**config.mk**
```make
export PLATFORM = sky130hd
export DESIGN_NAME = tft_ram
export DESIGN_NICKNAME = d
export VERILOG_FILES = /design/src/design/tcp_flow_table_counter_assert.svh /design/src/design/tft_ram.sv
export SDC_FILE = /design/constraint.sdc
export NUM_CORES = 1
export LEC_CHECK = 0
export ABC_AREA = 1
export BUFFER_PORTS_ARGS = -buffer_cell sky130_fd_sc_hd__buf_4
export CAP_MARGIN = 10
export CORE_MARGIN = 2
export CORE_UTILIZATION = 30
export DETAILED_ROUTE_END_ITERATION = 6
export PLACE_DENSITY = 0.54
export RECOVER_POWER = 50
export SETUP_SLACK_MARGIN = 0.05
export SLEW_MARGIN = 10
export SYNTH_ARGS = -nofsm -noshare
export SYNTH_HDL_FRONTEND = slang
export SYNTH_SLANG_ARGS = --single-unit
export TNS_END_PERCENT = 100
```
**constraint.sdc**
```tcl
create_clock -name clk -period 2.4 [get_ports clk]
set_clock_uncertainty 0.15 [all_clocks]
set_input_delay 0.24 -clock clk [delete_from_list [all_inputs] [get_ports clk]]
set_output_delay 0.24 -clock clk [all_outputs]
set_load 0.005 [all_outputs]
```
**src/design/tcp_flow_table_counter_assert.svh**
```systemverilog
// assertion macros used by the flow table counter module
`ifndef TCP_FLOW_TABLE_COUNTER_ASSERT_SVH
`define TCP_FLOW_TABLE_COUNTER_ASSERT_SVH

// implication checked on every rising clock edge outside reset
`define FTC_ASSERT_IMPL(label, ante, cons, msg) \
  label: assert property (@(posedge clk) disable iff (!rst_n) (ante) |-> (cons)) \
    else $error(msg);

// implication whose consequent is checked in the next cycle
`define FTC_ASSERT_NEXT(label, ante, cons, msg) \
  label: assert property (@(posedge clk) disable iff (!rst_n) (ante) |=> (cons)) \
    else $error(msg);

`endif

```
**src/design/tft_ram.sv**
```systemverilog
`default_nettype none
module tft_ram #(
  parameter int unsigned Width = 8,
  parameter int unsigned Depth = 16
) (
  input  wire                                          clk,
  input  wire                                          wr_en,
  input  wire [((Depth > 1) ? $clog2(Depth) : 1)-1:0]  wr_addr,
  input  wire [Width-1:0]                              wr_data,
  input  wire [((Depth > 1) ? $clog2(Depth) : 1)-1:0]  rd_addr,
  output logic [Width-1:0]                             rd_data
);
  logic [Width-1:0] mem [Depth];

  // one write port, one registered read port
  always_ff @(posedge clk) begin
    if (wr_en) begin
      mem[wr_addr] <= wr_data;
    end
    rd_data <= mem[rd_addr];
  end
endmodule
`default_nettype wire

```
* Word level (Yosys, flattened, before mapping)
Memory sizes are Yosys's and may differ from the RTL's. A register that Yosys moved wholly into a read port is not among the register bits. Index checks and enable logic that the tools add are counted. Widths: inputs -> output; s select.
Operators by class: add/sub/neg operators 0, $mul 0, div/mod/pow operators 0, $lt $le $gt $ge 0, equal/unequal tests 0, shift operators 0, multiplexer cells 2, bitwise operators 0, reduce and logical (&&, ||, !) cells 0
Operators with widths (number):
- $mux 1 | 2
Storage, ports and cells: flip-flop bits (word level) 0, bits in latches 0, bits in writable memories 128, memory bits (read-only) 0, memories 1
Memories:
- mem | words 16, width 8, read ports 1, clocked after Yosys merged registers in 1, wr ports 1, line tft_ram.sv:13 | logic [Width-1:0] mem [Depth];

* Depth between registers and ports, before layout
Gate-level depths: netlist of run 1.
depth after elaboration 2, depth in mapped cells 8, mapped depth without buffers 7

* Worst setup path after synthesis of run 1
Ideal clock, no wire load.
kind input to register, start in wr_addr[2] in the netlist's numbering, end mem mem[10][0] (enable), setup time 0.370 ns, arrival 0.821 ns, path slack 1.059 ns, stages on the path 2, path buffers 0, cell sequence nand3b_1 nor2_1
RTL lines:
- start: declaration | line tft_ram.sv:8 | input wire [((Depth > 1) ? $clog2(Depth) : 1)-1:0] wr_addr,
- end: declaration | line tft_ram.sv:13
No word-level cell before the write port.

* Worst setup path after layout of run 1
start reg rd_data[4], read port of mem, end out rd_data[4]
RTL lines:
- start: declaration | line tft_ram.sv:11 | output logic [Width-1:0] rd_data
No word-level cell between the ends.

==> results.cfg, run 1 <==
[floorplan]
die_area_sq_mm = 0.02035
rows = 50
core-area_sq_mm = 0.01877
start_util = 0.3073
pin_count = 26
die_width_microns = 142.6
die_h_microns = 142.6

[placement]
post-place-cells = 796
dp_hpwl_mm = 8.617
port_buffers = 25
dpl_cell_area_sq_mm = 0.006168
gp_congestion = 0.7855

[setup_path]
cp_max_fo = 1
endpoint_kind = primary output
critical_path.top_delay_family = flip-flops
crit_chain = buf_4
crit_type = flip-flop to primary output
critPathSlowestCell = dfxtp_1
crit_path_end = rd_data[4]
r2r-end = rd_data[6]$_DFF_P_
path_depth = 1
reg2reg_from = mem[7][6]$_DFFE_PP_
reg2reg_depth = 6
cp_num_buf_inv = 1
critPathArrivalTime_ns = 0.97
reg2reg_slack_ns = 1.18
startpoint = rd_data[4]$_DFF_P_
critical-path-max-stage-delay_ns = 0.41
start_kind = flip-flop
required_ns = 2.01

[routing]
post_drt_wl_per_cell_microns = 16.93
drt_iter0_drc = 304
ant_nets = 0
viasPerCell = 4.592
totalWireLength_mm = 14.02
drc = 0
vias = 3802
firstDrtPassIters = 5

[timing]
hold_viol_final = 0
fmax_ghz = 0.7365
rsz0062_at_grt = false
slew_headroom = 0.2651
slew_violations = 0
period_needed_ns = 1.358
worst_slew_pin_slew_ns = 1.102
setup_viol = 0
finalSetupTns_ns = 0
finalCritPeriodShare = 0.5658

[power_and_ir_drop]
power.total_mw = 5.789
vdd_ir_drop_max_mv = 0.4659
p_leak_nw = 2.852
powerDensity_mw_per_mm2 = 856.3

[synth]
ys_seq_elements = 136
syn-num-nets = 569
yosysWarnings = 0
yosysSeqAreaShare = 0.6943
netlist_instances = 551
synth_area_per_cell_sq_um = 10.47
netlist_area_sq_mm = 0.005767
synthDistinctLibCells = 12

[cells_and_area]
syn2layout_area_growth_pct = 17.23
diodes = 0
finalInstanceArea_sq_mm = 0.006760
layout-drive-gt1-share = 0.09259
n_fill_cell = 1880
fin_util = 0.3602
fin_nets = 599
finalNonFillerCells = 828

[cts]
clk_pin_slew_worst_paths_ns = 0.06
cts_hold_buf = 0
cts_buffers = 17
cts_setup_buffers = 0
cts_tree = done
clockBufferDepth = 2
cts_max_level = 4
insertion_delay_ns = 0.41
cts_sinks = 136
root_buffer = clkbuf_16
post_cts_resized = 0

[job]
drv_cap = 0

[global_route]
grt_pass1_wl_mm = 21.77
grt.total_usage = 0.1468
antenna_found_initial = 0
grt_remaining_overflow = 0
grt_pass1_vias = 3736
grt_start_max_net_pins = 41

[outcome]
status = finished clean

[min_path]
hp-class = input pin to flip-flop
[placed cells by master (no fill, tap or decap)]
cell type   netlist  final
bufinv_16         0      5
nand2_1         173    173
nor2_1           17     17
dfxtp_1           8      8
nand3_1          97     97
clkinv_2          0      3
inv_2             2      2
clkbuf_16         0     17
inv_1           100    100
nand3b_1          2      2
clkinv_1          0      3
buf_12            0      1
edfxtp_1        128    128
buf_4             4     23
clkinvlp_4        0      3
clkinv_4          0      1
clkbuf_1          0     11
[cell usage after synthesis]
| cell | instances | share of area |
|---|---|---|
| nand3_1 | 97 | 0.084 |
| buf_4 | 4 | 0.0052 |
| buf_6 | 6 | 0.012 |
| inv_1 | 100 | 0.065 |
| inv_2 | 2 | 0.0013 |
| buf_1 | 1 | 0.00065 |
| nor2_1 | 17 | 0.011 |
| nand2_1 | 173 | 0.11 |
| edfxtp_1 | 128 | 0.67 |
| buf_2 | 13 | 0.011 |
| nand3b_1 | 2 | 0.0026 |
| dfxtp_1 | 8 | 0.028 |
[registers in the layout, indices dropped and copies added (netlist names)]
signal,cells
rd_data,8
mem,128
[metal layers]
layer	vias up	track usage	routed length (microns)
met4	0	0.05680	278
met5	-	0	0
met3	14	0.03924	660
li1	1833	-	-
met2	106	0.2318	6753
met1	1849	0.1936	6323
[cell families after synthesis]
logic type             after synthesis  share of synthesized area
buffers and inverters              126                    0.09525
and+or+nand+nor                    289                     0.2105
DFF                                136                     0.6943
[power breakdown]
part	switching [mW]	internal, mW	total, mW
Clock	0.954	1.82	2.78
Sequential	0.0181	2.66	2.68
Combinational	0.235	0.0990	0.334
Total	1.21	4.58	5.79
[layout make-up]
type	count	area [sq um]	share of cell area
flip-flops and latches	136	4004	0.5923
multi-input cells	289	1214	0.1795
clock buffers	17	425.4	0.06293
inverters	102	382.9	0.05664
well taps	234	292.8	0.04331
repair buffers	35	234.0	0.03461
clock inverters	15	207.7	0.03072
[per-stage QoR]
stage / setup WS (ns) / hold WS, ns
finish: 1.042 / 0.02253
global route: 0.9895 / 0.03243
CTS: 1.008 / 0.01071
detailed placement: 0.6484 / 0.4409
global placement: 0.6797 / 0.4456
floorplan: 1.059 / 0.1889
[how the worst min path moves through the flow]
stage,startpoint,end,slack (ns),cells past startpoint
4_1_cts,rd_addr[3],rd_data[0]$_DFF_P_,0.01,3
5_1_grt,rd_addr[3],rd_data[0]$_DFF_P_,0.03,3
3_3_place_gp,rd_addr[3],rd_data[0]$_DFF_P_,0.45,3
2_1_floorplan,wr_data[0],mem[0][0]$_DFFE_PP_,0.19,0
6_report,rd_addr[3],rd_data[0]$_DFF_P_,0.02,3
3_5_place_dp,rd_addr[3],rd_data[0]$_DFF_P_,0.44,3
Power figures use the tool's default switching activity.
==> run 2, diff against run 1 <==
Settings changed: PLACE_DENSITY 0.54 to 0.55.
Clock period 2.4 ns to 1.1 ns, I/O delays scaled along.
==> run 2 against run 1 <==
Against the previous run: the flow now finishes with violations (setup timing); total power grew 110%; combinational power increased to 2.6 times the previous value; setup slack got worse by 1.1 ns; worst hold slack got worse by 0.015 ns; non-clock buffer count grew 28; first-iteration DRC count is 4.6% higher; die area did not move; sequential cell count is the same; sequential share of layout area is 3.7 points lower; sequential power increased by 120%; count of clock-buffer cells in the layout unchanged; largest cell class unchanged; highest routed layer unchanged.
==> results.cfg, run 2 (synthesis results as in run 1) <==
[cts]
cts_max_level = 4
cts_buffers = 17
clk_pin_slew_worst_paths_ns = 0.06
insertion_delay_ns = 0.42
root_buffer = clkbuf_16
clockBufferDepth = 2
cts_setup_buffers = 0
cts_tree = done
cts_sinks = 136

[global_route]
antenna_found_initial = 0
grt_pass1_wl_mm = 21.31
grt_remaining_overflow = 0
grt.total_usage = 0.1417
grt_pass1_vias = 3807
grt_start_max_net_pins = 64

[placement]
gp_congestion = 0.8007
dp_hpwl_mm = 8.755
port_buffers = 25
pre_cts_ws_ns = -0.2463
post-place-cells = 816

[power_and_ir_drop]
powerDensity_mw_per_mm2 = 1671
vdd_ir_drop_max_mv = 1.183
p_leak_nw = 3.099

[cells_and_area]
regMostFlops = mem
layout-drive-gt1-share = 0.2235
layout_commonest_cell = nand2_1
fin_nets = 627
final_cell_mix = nand2_1 (169), edfxtp_1 (128), inv_1 (100)
syn2layout_area_growth_pct = 25.43
diodes = 0
largest_reg_flops = 128
finalNonFillerCells = 856
reg.largest.list = mem (128), rd_data (8)

[timing]
slew_headroom = 0.6322
worst_slew_pin_slew_ns = 0.5508
holdWs_ns = 0.007830
finalCritPeriodShare = 1.044
slew_violations = 0
fmax_ghz = 0.8710
finalSetupTns_ns = -0.1561
layout_setup_ws_ns = -0.04814
period_needed_ns = 1.148
hold_viol_final = 0
setup_viol = 7
rsz0062_at_grt = true

[floorplan]
pin_count = 26
die_width_microns = 142.6
die_h_microns = 142.6
rows = 50
start_util = 0.3073
core-area_sq_mm = 0.01877
die_area_sq_mm = 0.02035

[outcome]
status = finished, violations left
violations = setup timing

[routing]
post_drt_wl_per_cell_microns = 15.97
ant_nets = 0
vias = 3783
viasPerCell = 4.419
drc = 0
drt_iter0_drc = 318
totalWireLength_mm = 13.67
firstDrtPassIters = 5

[setup_path]
start_kind = flip-flop
crit_chain = buf_6
critical_path.top_delay_family = flip-flops
endpoint_kind = primary output
crit_type = flip-flop to primary output
critPathArrivalTime_ns = 0.89
cp_num_buf_inv = 1
critPathSlowestCell = dfxtp_4
critical-path-max-stage-delay_ns = 0.36
reg2reg_slack_ns = 0.02
required_ns = 0.84
cp_max_fo = 1

[min_path]
hp-class = input pin to flip-flop

[job]
drv_cap = 0
run 2: per-stage QoR:
step                  util  area (sq um)  power, mW
floorplan                -          5794      6.348
global placement    0.3415          6409      6.734
detailed placement  0.3415          6409      6.743
CTS                 0.3852          7229      12.16
global route        0.3854          7233      12.45
finish              0.3854          7233      12.08
run 2: worst min-delay path, stage by stage:
cell and delay [ns]:
buf_4 0.10, buf_4 0.19, nand3_1 0.10, nand2_1 0.05
run 2: path summary, 6_finish.rpt:
path                         from                 end  depth (start not counted)
max            rd_data[4]$_DFF_P_          rd_data[4]                          1
max reg2reg  mem[10][6]$_DFFE_PP_  rd_data[6]$_DFF_P_                          6
min                    rd_addr[3]  rd_data[5]$_DFF_P_                          4
min reg2reg   mem[2][3]$_DFFE_PP_  rd_data[3]$_DFF_P_                          6
run 2: layout make-up:
cell class              instances  area (sq um)
fillers                      1830         11530
clock buffers                  17         425.4
clock inverters                15         142.6
repair buffers                 63         550.5
flip-flops and latches        136          4015
well taps                     234         292.8
inverters                     102         382.9
multi-input cells             289          1424
run 2: timing repair:
item | CTS | global route
endpoints found under the hold margin | 128 | 0
pin swaps | 29 | 9
resized for setup | 43 | 13
hold buffers | 8 | 0
endpoints found under the setup margin | 16 | 16
run 2: power by group:
group	leakage [nW]	internal, mW	switching, mW
clock	0.274	2.98	2.38
sequential	1.22	5.80	0.0536
combinational	1.60	0.330	0.540
total	3.10	9.11	2.98
run 2: routing by layer:
| metal | up-vias | part of all wire | GRT usage |
|---|---|---|---|
| li1 | 1885 | - | - |
| met1 | 1790 | 0.46 | 0.1857 |
| met2 | 90 | 0.47 | 0.2293 |
| met3 | 18 | 0.044 | 0.03152 |
| met4 | 0 | 0.023 | 0.05576 |
| met5 | - | 0 | 0 |
==> run 3, diff against run 2 <==
Settings changed: CORE_UTILIZATION 30 to 45, PLACE_DENSITY 0.55 to 0.73, REMOVE_ABC_BUFFERS from default to 1.
==> run 3 against run 2 <==
Against the previous run: the run still ends with setup timing left; die area fell by 32%; wire length increased by 0.55%; non-clock buffer count grew 5.
==> results.cfg, run 3 (synthesis results as in run 1) <==
[setup_path]
reg2reg_slack_ns = -0.01
critical_path.top_delay_family = flip-flops
start_kind = flip-flop
endpoint_kind = primary output
cp_num_buf_inv = 1
reg2reg_from = mem[8][4]$_DFFE_PP_
critPathArrivalTime_ns = 0.89
reg2reg_depth = 6
critPathSlowestCell = dfxtp_4
startpoint = rd_data[1]$_DFF_P_
path_depth = 1
crit_chain = buf_6
required_ns = 0.84
r2r-end = rd_data[4]$_DFF_P_
cp_max_fo = 1
crit_path_end = rd_data[1]
critical-path-max-stage-delay_ns = 0.36
crit_type = flip-flop to primary output

[cells_and_area]
regMostFlops = mem
reg.largest.list = mem (128), rd_data (8)
final_cell_mix = nand2_1 (164), edfxtp_1 (128), inv_1 (98)
syn2layout_area_growth_pct = 26.56
n_fill_cell = 983
diodes = 0
finalInstanceArea_sq_mm = 0.007298
largest_reg_flops = 128
fin_nets = 632
layout-drive-gt1-share = 0.2392
layout_commonest_cell = nand2_1

[routing]
drc = 0
wl_met1_mm = 5.212
ant_nets = 0
routed-wl-met2_mm = 7.084
vias = 4057
viasPerCell = 5.078
dr.max_layer_used = met4
post_drt_wl_per_cell_microns = 17.20
drt_iter0_drc = 467
met3_wirelength_mm = 1.110
firstDrtPassIters = 5
totalWireLength_mm = 13.74

[placement]
gp_congestion = 0.8696
dpl_cell_area_sq_mm = 0.006346
dp_hpwl_mm = 8.460
pre_cts_ws_ns = -0.2835
port_buffers = 25

[floorplan]
die_h_microns = 117.2
start_util = 0.4588
pin_count = 26
die_width_microns = 117.2
rows = 41
core-area_sq_mm = 0.01257
die_area_sq_mm = 0.01374

[cts]
cts_max_level = 4
insertion_delay_ns = 0.42
cts_sinks = 136
clockBufferDepth = 2
cts_setup_buffers = 0
cts_tree = done
cts_buffers = 17
root_buffer = clkbuf_16
clk_pin_slew_worst_paths_ns = 0.05

[timing]
setup_viol = 5
finalCritPeriodShare = 1.044
period_needed_ns = 1.149
slew_violations = 0
hold_viol_final = 0
slew_headroom = 0.6936
rsz0062_at_grt = true
layout_setup_ws_ns = -0.04888
worst_slew_pin_slew_ns = 0.4596
finalSetupTns_ns = -0.1373
fmax_ghz = 0.8704
holdWs_ns = 0.07876

[global_route]
grt_remaining_overflow = 0
grt_pass1_vias = 3894
grt.total_usage = 0.2146
grt_start_max_net_pins = 47
grt_pass1_wl_mm = 21.11
antenna_found_initial = 0

[outcome]
violations = setup timing
status = finished, violations left

[power_and_ir_drop]
vdd_ir_drop_max_mv = 0.8934
p_leak_nw = 3.155
powerDensity_mw_per_mm2 = 1727

[min_path]
hp-class = input pin to flip-flop

[job]
drv_cap = 0
-- run 3: cell type report --
| cell class | count | area, sq um | area share |
|---|---|---|---|
| Multi-Input combinational cell | 289 | 1494 | 0.2047 |
| Sequential cell | 136 | 4014 | 0.5500 |
| Tap cell | 172 | 215.2 | 0.02949 |
| Inverter | 102 | 382.9 | 0.05246 |
| Clock buffer | 23 | 457.9 | 0.06275 |
| Timing Repair Buffer | 68 | 586.8 | 0.08040 |
| Clock inverter | 9 | 147.6 | 0.02023 |
-- run 3: power breakdown --
group | switching [mW] | internal (mW) | total [mW]
logic | 0.580 | 0.356 | 0.936
clock network | 1.99 | 3.83 | 5.82
registers | 0.0490 | 5.80 | 5.85
total | 2.62 | 9.99 | 12.6
-- run 3: worst reg2reg max path: cells and delay by family (launching register included) --
kind	cells	cell delay [ns]
buffers and inverters	1	0.08
DFF	1	0.35
and+or+nand+nor	5	0.41
-- run 3: metrics by stage --
step / instances / total power [mW] / util
after detailed placement: 758 / 6.746 / 0.5049
final: 799 / 12.61 / 0.5807
after CTS: 799 / 12.61 / 0.5758
after global placement: 758 / 6.724 / 0.5049
after global routing: 799 / 12.95 / 0.5807
after floorplan: 527 / 6.245 / -
-- run 3: how the worst min path moves through the flow --
stage	startpoint	end	slack (ns)	depth (start not counted)
3_3_place_gp	rd_addr[3]	rd_data[1]$_DFF_P_	0.28	3
2_1_floorplan	wr_data[0]	mem[0][0]$_DFFE_PP_	0.06	0
3_5_place_dp	rd_addr[3]	rd_data[1]$_DFF_P_	0.29	3
4_1_cts	rd_addr[3]	rd_data[1]$_DFF_P_	0.07	4
6_report	rd_addr[3]	rd_data[1]$_DFF_P_	0.08	4
5_1_grt	rd_addr[1]	rd_data[2]$_DFF_P_	0.10	6
-- run 3: per-layer routing --
metal | global-route usage | vias up
met5 | 0 | -
met4 | 0.09255 | 0
met3 | 0.05819 | 34
met2 | 0.3483 | 170
met1 | 0.2727 | 1944
li1 | - | 1909
-- run 3: repair_timing --
action,in CTS,in global routing
pin swaps,42,24
endpoints found under the setup margin,16,16
gates resized for setup,47,28
hold buffers,9,0
endpoints found under the hold margin,136,0
